===== src/hdl/trpr_pkg.sv =====
// ----------------------------------------------------------------------------
// trpr_pkg
// shared types and constants of the trie prefix root replacer
// ----------------------------------------------------------------------------
package trpr_pkg;

  localparam int NODE_COUNT = 1024;
  localparam int ALPHA_SIZE = 26;
  localparam int NODE_W     = $clog2(NODE_COUNT);
  localparam int CNT_W      = NODE_W + 1;
  localparam int LETTER_W   = $clog2(ALPHA_SIZE);
  localparam int ENTRY_W    = NODE_W + 1;
  localparam int ROW_W      = ALPHA_SIZE * ENTRY_W;
  localparam int SYM_W      = 7;
  localparam int Q_DEPTH    = 2;
  localparam int QPTR_W     = $clog2(Q_DEPTH);
  localparam int QCNT_W     = $clog2(Q_DEPTH + 1);

  localparam logic [SYM_W-1:0] LETTER_BASE = 7'd97;
  localparam logic [SYM_W-1:0] LETTER_LAST = 7'd122;
  localparam logic [SYM_W-1:0] SPACE_CHAR  = 7'd32;

  localparam logic [1:0] KIND_DICT  = 2'd0;
  localparam logic [1:0] KIND_SENT  = 2'd1;
  localparam logic [1:0] KIND_CLEAR = 2'd2;

  localparam logic [1:0] ST_OK   = 2'd0;
  localparam logic [1:0] ST_FULL = 2'd1;
  localparam logic [1:0] ST_BAD  = 2'd2;

  typedef struct packed {
    logic [1:0]          kind;
    logic [SYM_W-1:0]    symbol;
    logic                word_end;
    logic                is_letter;
    logic                is_space;
    logic [LETTER_W-1:0] letter;
  } item_t;

  typedef struct packed {
    logic             out_valid;
    logic [SYM_W-1:0] out_symbol;
    logic             sentence_done;
    logic [1:0]       status;
  } result_t;

endpackage


===== src/hdl/trpr_front.sv =====
// ----------------------------------------------------------------------------
// trpr_front
// accepts input requests, classifies the symbol and queues them
// ----------------------------------------------------------------------------
module trpr_front (
  input  logic                   clk,
  input  logic                   rst_n,
  input  logic                   in_tvalid,
  output logic                   in_tready,
  input  logic [7:0]             in_tdata,   // symbol[6:0], zero pad
  input  logic                   in_tlast,
  input  logic [1:0]             in_tuser,   // kind[1:0]
  output logic                   q_valid,
  output trpr_pkg::item_t        q_item,
  input  logic                   q_pop
);

  trpr_pkg::item_t                    slot_r [trpr_pkg::Q_DEPTH];
  logic [trpr_pkg::QPTR_W-1:0]        wr_ptr_r, wr_ptr_nxt;
  logic [trpr_pkg::QPTR_W-1:0]        rd_ptr_r, rd_ptr_nxt;
  logic [trpr_pkg::QCNT_W-1:0]        count_r, count_nxt;
  trpr_pkg::item_t                    cls;
  logic [trpr_pkg::SYM_W-1:0]         sym;
  logic [trpr_pkg::SYM_W-1:0]         sym_off;
  logic                               push;

  assign sym     = in_tdata[trpr_pkg::SYM_W-1:0];
  assign sym_off = sym - trpr_pkg::LETTER_BASE;

  always_comb begin
    cls           = '0;
    cls.kind      = in_tuser;
    cls.symbol    = sym;
    cls.word_end  = in_tlast;
    cls.is_letter = (sym >= trpr_pkg::LETTER_BASE) && (sym <= trpr_pkg::LETTER_LAST);
    cls.is_space  = (sym == trpr_pkg::SPACE_CHAR);
    cls.letter    = cls.is_letter ? sym_off[trpr_pkg::LETTER_W-1:0] : '0;
  end

  assign in_tready = (count_r != trpr_pkg::QCNT_W'(trpr_pkg::Q_DEPTH));
  assign push      = in_tvalid && in_tready;
  assign q_valid   = (count_r != '0);
  assign q_item    = slot_r[rd_ptr_r];

  always_comb begin
    wr_ptr_nxt = wr_ptr_r;
    rd_ptr_nxt = rd_ptr_r;
    count_nxt  = count_r;
    if (push) begin
      wr_ptr_nxt = (wr_ptr_r == trpr_pkg::QPTR_W'(trpr_pkg::Q_DEPTH - 1)) ? '0 : wr_ptr_r + 1'b1;
    end
    if (q_pop) begin
      rd_ptr_nxt = (rd_ptr_r == trpr_pkg::QPTR_W'(trpr_pkg::Q_DEPTH - 1)) ? '0 : rd_ptr_r + 1'b1;
    end
    if (push && !q_pop) begin
      count_nxt = count_r + 1'b1;
    end else if (!push && q_pop) begin
      count_nxt = count_r - 1'b1;
    end
  end

  always_ff @(posedge clk) begin
    if (!rst_n) begin
      wr_ptr_r <= '0;
      rd_ptr_r <= '0;
      count_r  <= '0;
    end else begin
      wr_ptr_r <= wr_ptr_nxt;
      rd_ptr_r <= rd_ptr_nxt;
      count_r  <= count_nxt;
    end
    if (push) begin
      slot_r[wr_ptr_r] <= cls;
    end
  end

endmodule


===== config.mk =====
export PLATFORM = sky130hd
export DESIGN_NAME = trpr_front
export DESIGN_NICKNAME = d
export VERILOG_FILES = /design/src/hdl/trpr_pkg.sv /design/src/hdl/trpr_front.sv
export SDC_FILE = /design/constraint.sdc
export NUM_CORES = 1
export LEC_CHECK = 0
export BUFFER_PORTS_ARGS = -buffer_cell sky130_fd_sc_hd__buf_2
export CORE_MARGIN = 5
export CORE_UTILIZATION = 25
export DETAILED_ROUTE_END_ITERATION = 12
export PLACE_DENSITY = 0.49
export SLEW_MARGIN = 0
export SYNTH_ARGS = -nofsm -noshare
export SYNTH_HDL_FRONTEND = slang
export SYNTH_SLANG_ARGS = --single-unit

===== constraint.sdc =====
create_clock -name clk -period 3.8 [get_ports clk]
set_clock_uncertainty 0.1 [all_clocks]
set_input_delay 0.38 -clock clk [delete_from_list [all_inputs] [get_ports clk]]
set_output_delay 0.38 -clock clk [all_outputs]
set_load 0.02 [all_outputs]

# Yosys cells after proc, flatten, opt, wreduce, memory -nomap -nowiden

Memories as Yosys holds them, arrays and structs flattened. A register that Yosys moved wholly into a read port is not among the register bits.
Cells that the tools add are included.
W data, S select, Z words.

Reductions and logical operators: 8
$lt $le $gt $ge: 2
Bitwise logic cells: 0
Shifts and indexed selects: 0
Multiplexer cells: 9
Equal/unequal tests: 2
$mul: 0
Add/subtract/negate cells: 5
Div/mod/pow operators: 0

Operators with widths:

| cell                  | count |
|---|---|
| $eq A7 B6 Y1 const B  | 1 |
| $ge A7 B7 Y1 const B  | 1 |
| $le A7 B7 Y1 const B  | 1 |
| $mux W1               | 6 |
| $mux W5               | 1 |
| $sub A5 B1 Y5 const B | 1 |
| $logic_and A1 B1 Y1   | 4 |
| $mux W2               | 2 |
| $reduce_bool A2 Y1    | 2 |
| $add A1 B1 Y1 const B | 2 |
| $add A2 B1 Y2 const B | 1 |
| $logic_not A1 Y1      | 2 |
| $ne A2 B2 Y1 const B  | 1 |
| $sub A2 B1 Y2 const B | 1 |

Bits in read-only memories: 0
Bits in latches: 0
Memories kept: 1
Register bits: 4
Bits in writable memories: 34

Memories:

| name   | words | width | read ports | clocked after memory_dff | write ports | line             | text |
|---|---|---|---|---|---|---|---|
| slot_r | 2     | 17    | 1          | 1                        | 1           | trpr_front.sv:18 | `trpr_pkg::item_t slot_r [trpr_pkg::Q_DEPTH];` |

# Longest topological paths before layout

Gate-level depths: netlist (run 1).

Depth in word-level cells: 6
Mapped depth: 6

# Worst setup path before layout (run 1)

No wires, ideal clock.

Path kind: reg-to-reg
From: reg count_r[0] (netlist bit)
To: reg count_r[1] (netlist bit)
Required time: 3.630 ns
Setup slack: 2.039 ns
Library setup time: 0.070 ns
Cell stages (with the launch flop): 6
Arrival time: 1.592 ns
Cells stage by stage: dfxtp_1 > nand2b_1 > and2_1 > ha_1 > or3_1 > a21oi_1

Cells in the longest elaborated chain, start to end: 5
Elaborated cells between the ends (all ways): 10
Classes of those cells: add/sub: 2; eq/ne: 1; mux: 2; reduce/logical: 5

Ends and longest elaborated chain:

| element                      | line             | text |
|---|---|---|
| start, declared              | trpr_front.sv:21 | `logic [trpr_pkg::QCNT_W-1:0] count_r, count_nxt;` |
| start signal, assigned       | trpr_front.sv:70 | `count_r <= count_nxt;` |
| $ne A2 B2 Y1 *               | trpr_front.sv:40 | `assign in_tready = (count_r != trpr_pkg::QCNT_W'(trpr_pkg::Q_DEPTH));` |
| net in_tready                | trpr_front.sv:9  | `output logic in_tready,` |
| $logic_and A1 B1 Y1 *        | trpr_front.sv:41 | `assign push = in_tvalid && in_tready;` |
| $logic_not A1 Y1             | trpr_front.sv:57 | `end else if (!push && q_pop) begin` |
| $logic_and A1 B1 Y1          | trpr_front.sv:57 |  |
| $reduce_bool A2 Y1 (no line) | -                |  |

The timed path passes the listed nets; every way through them passes the cells marked *. The select of a mux whose other input is x is not followed.
A chain may end at the register's enable or synchronous reset.

==> results of run 1 <==
-- area by class of cell --
type	count	area, um2	area share
repair buffers	32	160	0.0801
clock buffers	5	68.8	0.0344
well taps	77	96.3	0.0482
flip-flops and latches	39	1120	0.560
inverters	5	18.8	0.00938
multi-input cells	56	492	0.246
clock inverters	3	43.8	0.0219
-- power by group through the flow --
stage	clock, mW	sequential (mW)	combinational, mW
after global routing	0.368	0.544	0.212
after global placement	0	0.546	0.194
after CTS	0.346	0.541	0.199
after floorplan	0	0.537	0.140
final	0.334	0.539	0.194
after detailed placement	0	0.550	0.198
-- per-layer routing --
metal	part of all wire	GRT usage	up-vias
met5	0	0	-
met2	0.59	0.148	20
met4	0.0085	0.0403	0
li1	-	-	452
met3	0.053	0.0339	2
met1	0.35	0.0748	470
-- critical path, delay by kind of cell (launching register included) --
kind                   cells  cell delay [ns]
muxes                      1             0.42
buffers and inverters      1             0.16
DFF                        1             0.86
-- worst max-delay path by stage --
stage                      startpoint           end  slack [ns]  depth (start not counted)
after global placement           flop     q_item[1]        1.88                          2
after global routing             flop     q_item[1]        1.46                          2
after detailed placement  in_tdata[0]  slot_r[1][0]        1.84                          6
after floorplan            count_r[0]    count_r[1]        2.04                          5
final                            flop     q_item[5]        1.59                          2
after CTS                        flop     q_item[1]        1.52                          2
-- cells in the final DEF, fill, tap and decap left out --
cell type / netlist / routed
edfxtp_1: 34 / 34
buf_2: 2 / 32
mux2_2: 17 / 17
nor4_1: 5 / 5
inv_1: 5 / 5
ha_1: 5 / 5
dfxtp_1: 5 / 5
clkbuf_8: 0 / 5
xnor2_1: 4 / 4
nor3_1: 3 / 3
nor2_1: 3 / 3
nand2_1: 2 / 2
a21oi_1: 2 / 2
xor2_1: 2 / 2
nand2b_1: 1 / 1
and2_1: 1 / 1
nor2b_1: 1 / 1
o211a_1: 1 / 1
or3_4: 1 / 1
nor4_4: 1 / 1
nor3b_1: 1 / 1
or2_2: 1 / 1
and3_1: 1 / 1
nand3b_1: 1 / 1
a21bo_2: 1 / 1
o21ai_0: 1 / 1
or3_1: 1 / 1
clkinv_4: 0 / 1
bufinv_16: 0 / 1
clkinv_2: 0 / 1
-- state kept, by name (all words and copies together) (netlist names), named ones only --
signal / count
wr_ptr_r: 1
count_r: 2
rd_ptr_r: 1
slot_r: 34
-- kinds of logic after synthesis --
kind of cell,count (synthesis),share of synthesized area
buf+inv,7,0.0175
mux,17,0.117
fa+ha+maj,5,0.0381
simple gates,23,0.0915
xor+xnor,6,0.0320
flops,39,0.683
compound gates,5,0.0213
-- through the flow --
| stage | std cells | hold WS (ns) | cell area (um2) | utilization |
|---|---|---|---|---|
| 6_report | 217 | 0.181 | 2000 | 0.313 |
| 3_5_place_dp | 209 | 0.406 | 1890 | 0.296 |
| 2_1_floorplan | 102 | 0.367 | 1640 | - |
| 5_1_grt | 217 | 0.162 | 2000 | 0.313 |
| 3_3_place_gp | 209 | 0.378 | 1890 | 0.296 |
| 4_1_cts | 217 | 0.172 | 2000 | 0.313 |
==> flow_summary.json, run 1 <==
{
  "status": "finished, final reports clean",
  "crit_chain": "mux2_2, buf_2",
  "ant_nets": 0,
  "swShare": 0.260,
  "synth_top_cell_area_share": 0.622,
  "synth.net_count": 122,
  "place.gp.congestion": 0.760,
  "ys_types": 26,
  "die_area_um2": 8290,
  "drv_slew": 0,
  "irDropWorstVdd_uv": 173,
  "grt_usage": 0.0804,
  "pwr_density_cell_nw_per_um2": 533,
  "drv_cap": 0,
  "cts_resized": 0,
  "rsz0062_at_grt": "no",
  "drive_above_1_share": 0.436,
  "syn_area_per_cell_um2": 16.1,
  "worstPathArrival_ns": 1.73,
  "io_pins": 34,
  "synth_edf_count": 34,
  "ys_top_cells_by_area": "edfxtp_1, mux2_2, dfxtp_1",
  "fin_nets": 159,
  "clockBufferDepth": 2,
  "start_util": 0.257,
  "cpMaxStageDelayCell": "dfxtp_1",
  "area_growth_pct": 21.9,
  "core_um2": 6390,
  "fmax_ghz": 0.452,
  "routed_wirelength_um": 3050,
  "p_seq_frac": 0.505,
  "netSwitchingPower_mw": 0.277,
  "setup_slack_ns": 1.59,
  "grt_first_pass_wirelength_um": 5120,
  "critPathLaunchType": "flop",
  "drc": 0,
  "synth_area_um2": 1640,
  "place_hpwl_um": 2170,
  "antenna_found_initial": 0,
  "cts_tree": "yes",
  "yosysMostFrequentCell": "edfxtp_1",
  "nFillCells": 643,
  "combPwrFrac": 0.182,
  "r2r-end": "slot_r[1][3]",
  "ys_async_sr_fraction": 0,
  "clkTransAtPathRegs_ns": 0.08,
  "drtIter0Drc": 75,
  "tightest_slew_ns": 0.871,
  "reg2reg_slack_ns": 1.97,
  "slew-limit-headroom": 0.420,
  "ys_warn_count": 0,
  "ys_ff_latch": 39,
  "clkPwrFrac": 0.313,
  "post_cts_buffers": 0,
  "min_from": "in_tuser[0]",
  "reg2reg_depth": 2,
  "dp_slack_ns": 1.84,
  "finalPower_mw": 1.07,
  "fin_crit_ns": 2.21,
  "synth_cells": 102,
  "io_buffers": 32,
  "hold_end": "slot_r[1][15]",
  "ys_seq_area_frac": 0.683,
  "cts_sinks": 39,
  "worst-setup-path-type": "flop to output pin",
  "setup_viol": 0,
  "synth_flop_cell": "edfxtp_1",
  "cts_root_buf": "clkbuf_8",
  "endpoint_kind": "output pin",
  "setup_tns_ns": 0,
  "dr.pass1.iters": 4,
  "antennaDiodeCount": 0,
  "cts_buffers": 5,
  "finalHoldViolations": 0,
  "row_count": 29,
  "crit_required_ns": 3.32,
  "final_min_period_over_clock_period": 0.582,
  "hold_buffers": 0,
  "grt_overflow": 0,
  "min_path_type": "primary input to flop",
  "worstSkewPairLatency_ns": 0.28,
  "grt_pass1_vias": 1049,
  "viasPerCell": 4.35,
  "p_leak_nw": 0.760,
  "synth_commonest_cells": "edfxtp_1, mux2_2",
  "vias": 944,
  "grt_start_max_net_pins": 18,
  "die_h_um": 91.0,
  "holdPathStages": 1,
  "wl_per_cell_um": 14.1,
  "synth_area_leader_cell": "edfxtp_1",
  "p_int_mw": 0.790,
  "cts-htree-levels": 2,
  "die_w_um": 91.0,
  "cp_max_fo": 17,
  "worstReg2RegStart": "count_r[0]",
  "slowest_delay_ns": 0.86
}
Power figures use the tool's default switching activity.
==> run 2, diff against run 1 <==
- clock period: 3.8 -> 2.1 ns (I/O delays scaled with it)
==> flow_summary.json, run 2 (same netlist as run 1, synthesis figures left out) <==
{
  "crit_chain": "buf_4, mux2_2, buf_2",
  "min_path_type": "primary input to flop",
  "crit_buf_inv": 2,
  "clockBufferDepth": 2,
  "worstPathArrival_ns": 1.44,
  "final_cell_area_um2": 2010,
  "dr.pass1.iters": 4,
  "grt_pass1_vias": 1019,
  "min_from": "in_tlast",
  "grt_first_pass_wirelength_um": 5190,
  "worstReg2RegStart": "count_r[0]",
  "drv_cap": 0,
  "final_min_period_over_clock_period": 0.833,
  "cp_max_fo": 15,
  "grt_overflow": 0,
  "p_leak_nw": 0.768,
  "die_h_um": 91.0,
  "holdPathStages": 1,
  "slowest_delay_ns": 0.37,
  "endpoint_kind": "output pin",
  "hold_buffers": 0,
  "cts_resized": 0,
  "ant_nets": 0,
  "status": "finished, final reports clean",
  "fin_crit_ns": 1.75,
  "routed-wl-met3_um": 103,
  "worstSkewPairLatency_ns": 0.28,
  "cts-htree-levels": 2,
  "reg2reg_depth": 5,
  "layout_common_cells": "edfxtp_1, buf_2, mux2_2",
  "die_w_um": 91.0,
  "drive_above_1_share": 0.428,
  "critPathLaunchType": "flop",
  "hold_end": "slot_r[1][7]",
  "core_um2": 6390,
  "grt_start_max_net_pins": 18,
  "r2r-end": "count_r[1]",
  "cts_buffers": 5,
  "vias": 948,
  "routed-wl-met2_um": 1650,
  "antenna_found_initial": 0,
  "clkTransAtPathRegs_ns": 0.07,
  "pwr_density_cell_nw_per_um2": 900,
  "drtIter0Drc": 28,
  "die_area_um2": 8290,
  "wl_per_cell_um": 13.8,
  "setup_tns_ns": 0,
  "cpMaxStageDelayCell": "dfxtp_1",
  "io_buffers": 32,
  "largest_reg_flops": 34,
  "setup_viol": 0,
  "fmax_ghz": 0.572,
  "layout_commonest_cell": "edfxtp_1",
  "crit_family": "buffers and inverters",
  "dp.cells": 212,
  "start_util": 0.257,
  "irDropWorstVdd_uv": 225,
  "cts_root_buf": "clkbuf_8",
  "worst-setup-path-type": "flop to output pin",
  "place_hpwl_um": 2240,
  "post_dp_cell_area_um2": 1910,
  "largest_registers": "slot_r: 34 flops, count_r: 2 flops",
  "reg2reg_slack_ns": 0.36,
  "grt_usage": 0.0802,
  "viasPerCell": 4.27,
  "cts_tree": "yes",
  "drc": 0,
  "holdWs_ns": 0.0155,
  "slew-limit-headroom": 0.678,
  "row_count": 29,
  "cts_sinks": 39,
  "antennaDiodeCount": 0,
  "highest_layer": "met4",
  "place.gp.congestion": 0.759,
  "crit_required_ns": 1.79,
  "nFillCells": 652,
  "top_register": "slot_r",
  "io_pins": 34,
  "final_cells": 222,
  "finalHoldViolations": 0,
  "worst-path-stages": 3,
  "post_cts_buffers": 0,
  "area_growth_pct": 22.6,
  "wl_met1_um": 1270,
  "rsz0062_at_grt": "no",
  "drv_slew": 0,
  "fin_nets": 164,
  "routed_wirelength_um": 3060,
  "tightest_slew_ns": 0.478
}
==> run 2: worst max-delay path by stage <==
stage,from,to,slack [ns]
2_1_floorplan,count_r[0],count_r[1],0.34
3_3_place_gp,in_tdata[0],slot_r[1][4],0.38
3_5_place_dp,in_tdata[0],slot_r[1][4],0.28
4_1_cts,flop,q_item[0],0.31
5_1_grt,flop,q_item[14],0.26
6_report,flop,q_item[5],0.35
==> run 2: final cells by class <==
| type | instances | area (um2) | area share |
|---|---|---|---|
| inverter | 5 | 18.8 | 0.00933 |
| tap | 77 | 96.3 | 0.0479 |
| clock inverter | 1 | 5.00 | 0.00249 |
| timing repair buffer | 37 | 203 | 0.101 |
| multi-input combinational | 56 | 492 | 0.244 |
| clock buffer | 7 | 76.3 | 0.0379 |
| sequential | 39 | 1120 | 0.557 |
==> run 2: power by group <==
part / internal (mW) / total, mW / switching [mW]
Sequential: 0.936 / 0.963 / 0.0267
Clock: 0.233 / 0.474 / 0.241
Combinational: 0.150 / 0.373 / 0.223
==> run 2: through the flow <==
stage	utilization	setup WS, ns	total power, mW
detailed placement	0.299	0.280	1.36
floorplan	-	0.339	1.22
global placement	0.299	0.383	1.35
CTS	0.312	0.311	1.84
global route	0.315	0.261	1.92
finish	0.315	0.351	1.81
==> run 2: worst register-to-register path, stage by stage (launching register included) <==
cell and delay (ns):
dfxtp_1 0.35, nand2b_1 0.22, and2_1 0.19, ha_1 0.30
or3_1 0.38, a21oi_1 0.14
==> run 2: layer usage <==
metal  track usage  up-vias
met4        0.0477        0
met5             0        -
met3        0.0240        5
met2         0.133       19
li1              -      463
met1        0.0902      461
==> run 3, diff against run 2 <==
- clock period: 2.1 -> 1.62 ns (I/O delays scaled with it)
==> flow_summary.json, run 3 (same netlist as run 1, synthesis figures left out) <==
{
  "status": "finished, final reports clean",
  "dr.pass1.iters": 4,
  "crit_required_ns": 1.36,
  "grt_start_max_net_pins": 18,
  "grt_overflow": 0,
  "irDropWorstVdd_uv": 419,
  "reg2reg_slack_ns": 0.06,
  "routed_wirelength_um": 3070,
  "io_buffers": 32,
  "slowest_delay_ns": 0.38,
  "swShare": 0.269,
  "grt.busiest_layer": "met2",
  "clockBufferDepth": 2,
  "cts_root_buf": "clkbuf_8",
  "met3_usage": 0.0231,
  "io_pins": 34,
  "start_util": 0.257,
  "use_met1": 0.0799,
  "largest_reg_flops": 34,
  "die_w_um": 91.0,
  "viasPerCell": 4.29,
  "top_register": "slot_r",
  "cpMaxStageDelayCell": "dfxtp_4",
  "cts_buffers": 5,
  "worstReg2RegStart": "count_r[0]",
  "min_path_type": "primary input to flop",
  "largest_registers": "slot_r: 34 flops, count_r: 2 flops",
  "cts_sinks": 39,
  "reg2reg_depth": 6,
  "final_min_period_over_clock_period": 0.967,
  "finalHoldViolations": 0,
  "setup_viol": 0,
  "pwr_density_cell_nw_per_um2": 1130,
  "slew-limit-headroom": 0.709,
  "r2r-end": "count_r[1]",
  "grt_usage": 0.0752,
  "cp_max_fo": 8,
  "critPathLaunchType": "flop",
  "die_area_um2": 8290,
  "endpoint_kind": "output pin",
  "min_from": "in_tdata[6]",
  "drive_above_1_share": 0.473,
  "grt_pass1_vias": 1086,
  "wl_per_cell_um": 13.5,
  "post_cts_buffers": 0,
  "cts_tree": "yes",
  "cts-htree-levels": 2,
  "dp.cells": 215,
  "place.gp.congestion": 0.695,
  "row_count": 29,
  "final_core_util": 0.335,
  "netSwitchingPower_mw": 0.650,
  "area_growth_pct": 30.3,
  "drv_slew": 0,
  "p_int_mw": 1.77,
  "worstSkewPairLatency_ns": 0.28,
  "die_h_um": 91.0,
  "place_hpwl_um": 2160,
  "fmax_ghz": 0.639,
  "layout_commonest_cell": "edfxtp_1",
  "vias": 973,
  "fin_nets": 169,
  "core_um2": 6390,
  "tightest_slew_ns": 0.433,
  "p_seq_frac": 0.520,
  "drc": 0,
  "rsz0062_at_grt": "yes",
  "antennaDiodeCount": 0,
  "setup_slack_ns": 0.0541,
  "drtIter0Drc": 46,
  "dp_slack_ns": -0.0564,
  "grt_use_met2": 0.134,
  "layout_common_cells": "edfxtp_1, buf_2, mux2_2",
  "setup_tns_ns": 0,
  "crit_chain": "clkbuf_16, mux2_2, buf_2",
  "grt_first_pass_wirelength_um": 5000,
  "cp-endpoint": "q_item[15]",
  "drv_cap": 0,
  "worstPathArrival_ns": 1.30,
  "p_leak_nw": 0.813,
  "combPwrFrac": 0.230,
  "fin_crit_ns": 1.57,
  "final_cells": 227,
  "ant_nets": 0,
  "antenna_found_initial": 0,
  "clkTransAtPathRegs_ns": 0.07,
  "clkPwrFrac": 0.250,
  "worst-setup-path-type": "flop to output pin",
  "finalPower_mw": 2.42
}
==> run 3: final cells by class <==
class / instances / area [um2]
flip-flops and latches: 39 / 1130
clock inverters: 2 / 8.76
well taps: 77 / 96.3
inverters: 5 / 18.8
clock buffers: 6 / 72.6
multi-input cells: 56 / 515
fillers: 639 / 4250
repair buffers: 42 / 298
==> run 3: timing repair <==
action,4_1_cts,5_1_grt
setup endpoints to repair,1,16
hold endpoints to repair,6,0
gates resized for setup,1,5
pin swaps,0,1
cloned,0,1
hold buffers,3,0
==> run 3: power by group through the flow <==
stage | registers (mW) | clock network, mW | logic, mW
3_3_place_gp | 1.27 | 0 | 0.531
6_report | 1.26 | 0.604 | 0.556
5_1_grt | 1.27 | 0.674 | 0.605
4_1_cts | 1.25 | 0.630 | 0.548
2_1_floorplan | 1.26 | 0 | 0.335
3_5_place_dp | 1.27 | 0 | 0.540
==> run 3: per-layer routing <==
metal  vias to the layer above  wire length [um]
li1                        473                 -
met1                       472              1270
met5                         -                 0
met4                         0                55
met3                         8               130
met2                        20              1620
==> run 3: stage by stage <==
| step | hold WS (ns) | cell area (um2) |
|---|---|---|
| finish | 0.0130 | 2140 |
| global route | 0.0145 | 2140 |
| CTS | 0.0133 | 2090 |
| detailed placement | 0.259 | 1980 |
| global placement | 0.254 | 1980 |
| floorplan | 0.161 | 1650 |
==> run 3: worst min path at each step <==
stage	depth (start not counted)	end	slack (ns)
6_report	1	slot_r[0][14]	0.01
5_1_grt	1	slot_r[0][14]	0.01
4_1_cts	1	slot_r[1][13]	0.01
3_5_place_dp	1	slot_r[1][16]	0.26
3_3_place_gp	1	slot_r[0][15]	0.25
2_1_floorplan	0	slot_r[0][10]	0.16
==> run 3: worst max-delay path, delay by kind of cell (launching register included) <==
kind,cells,cell delay (ns)
buffers and inverters,2,0.31
flip-flops,1,0.38
multiplexers,1,0.33
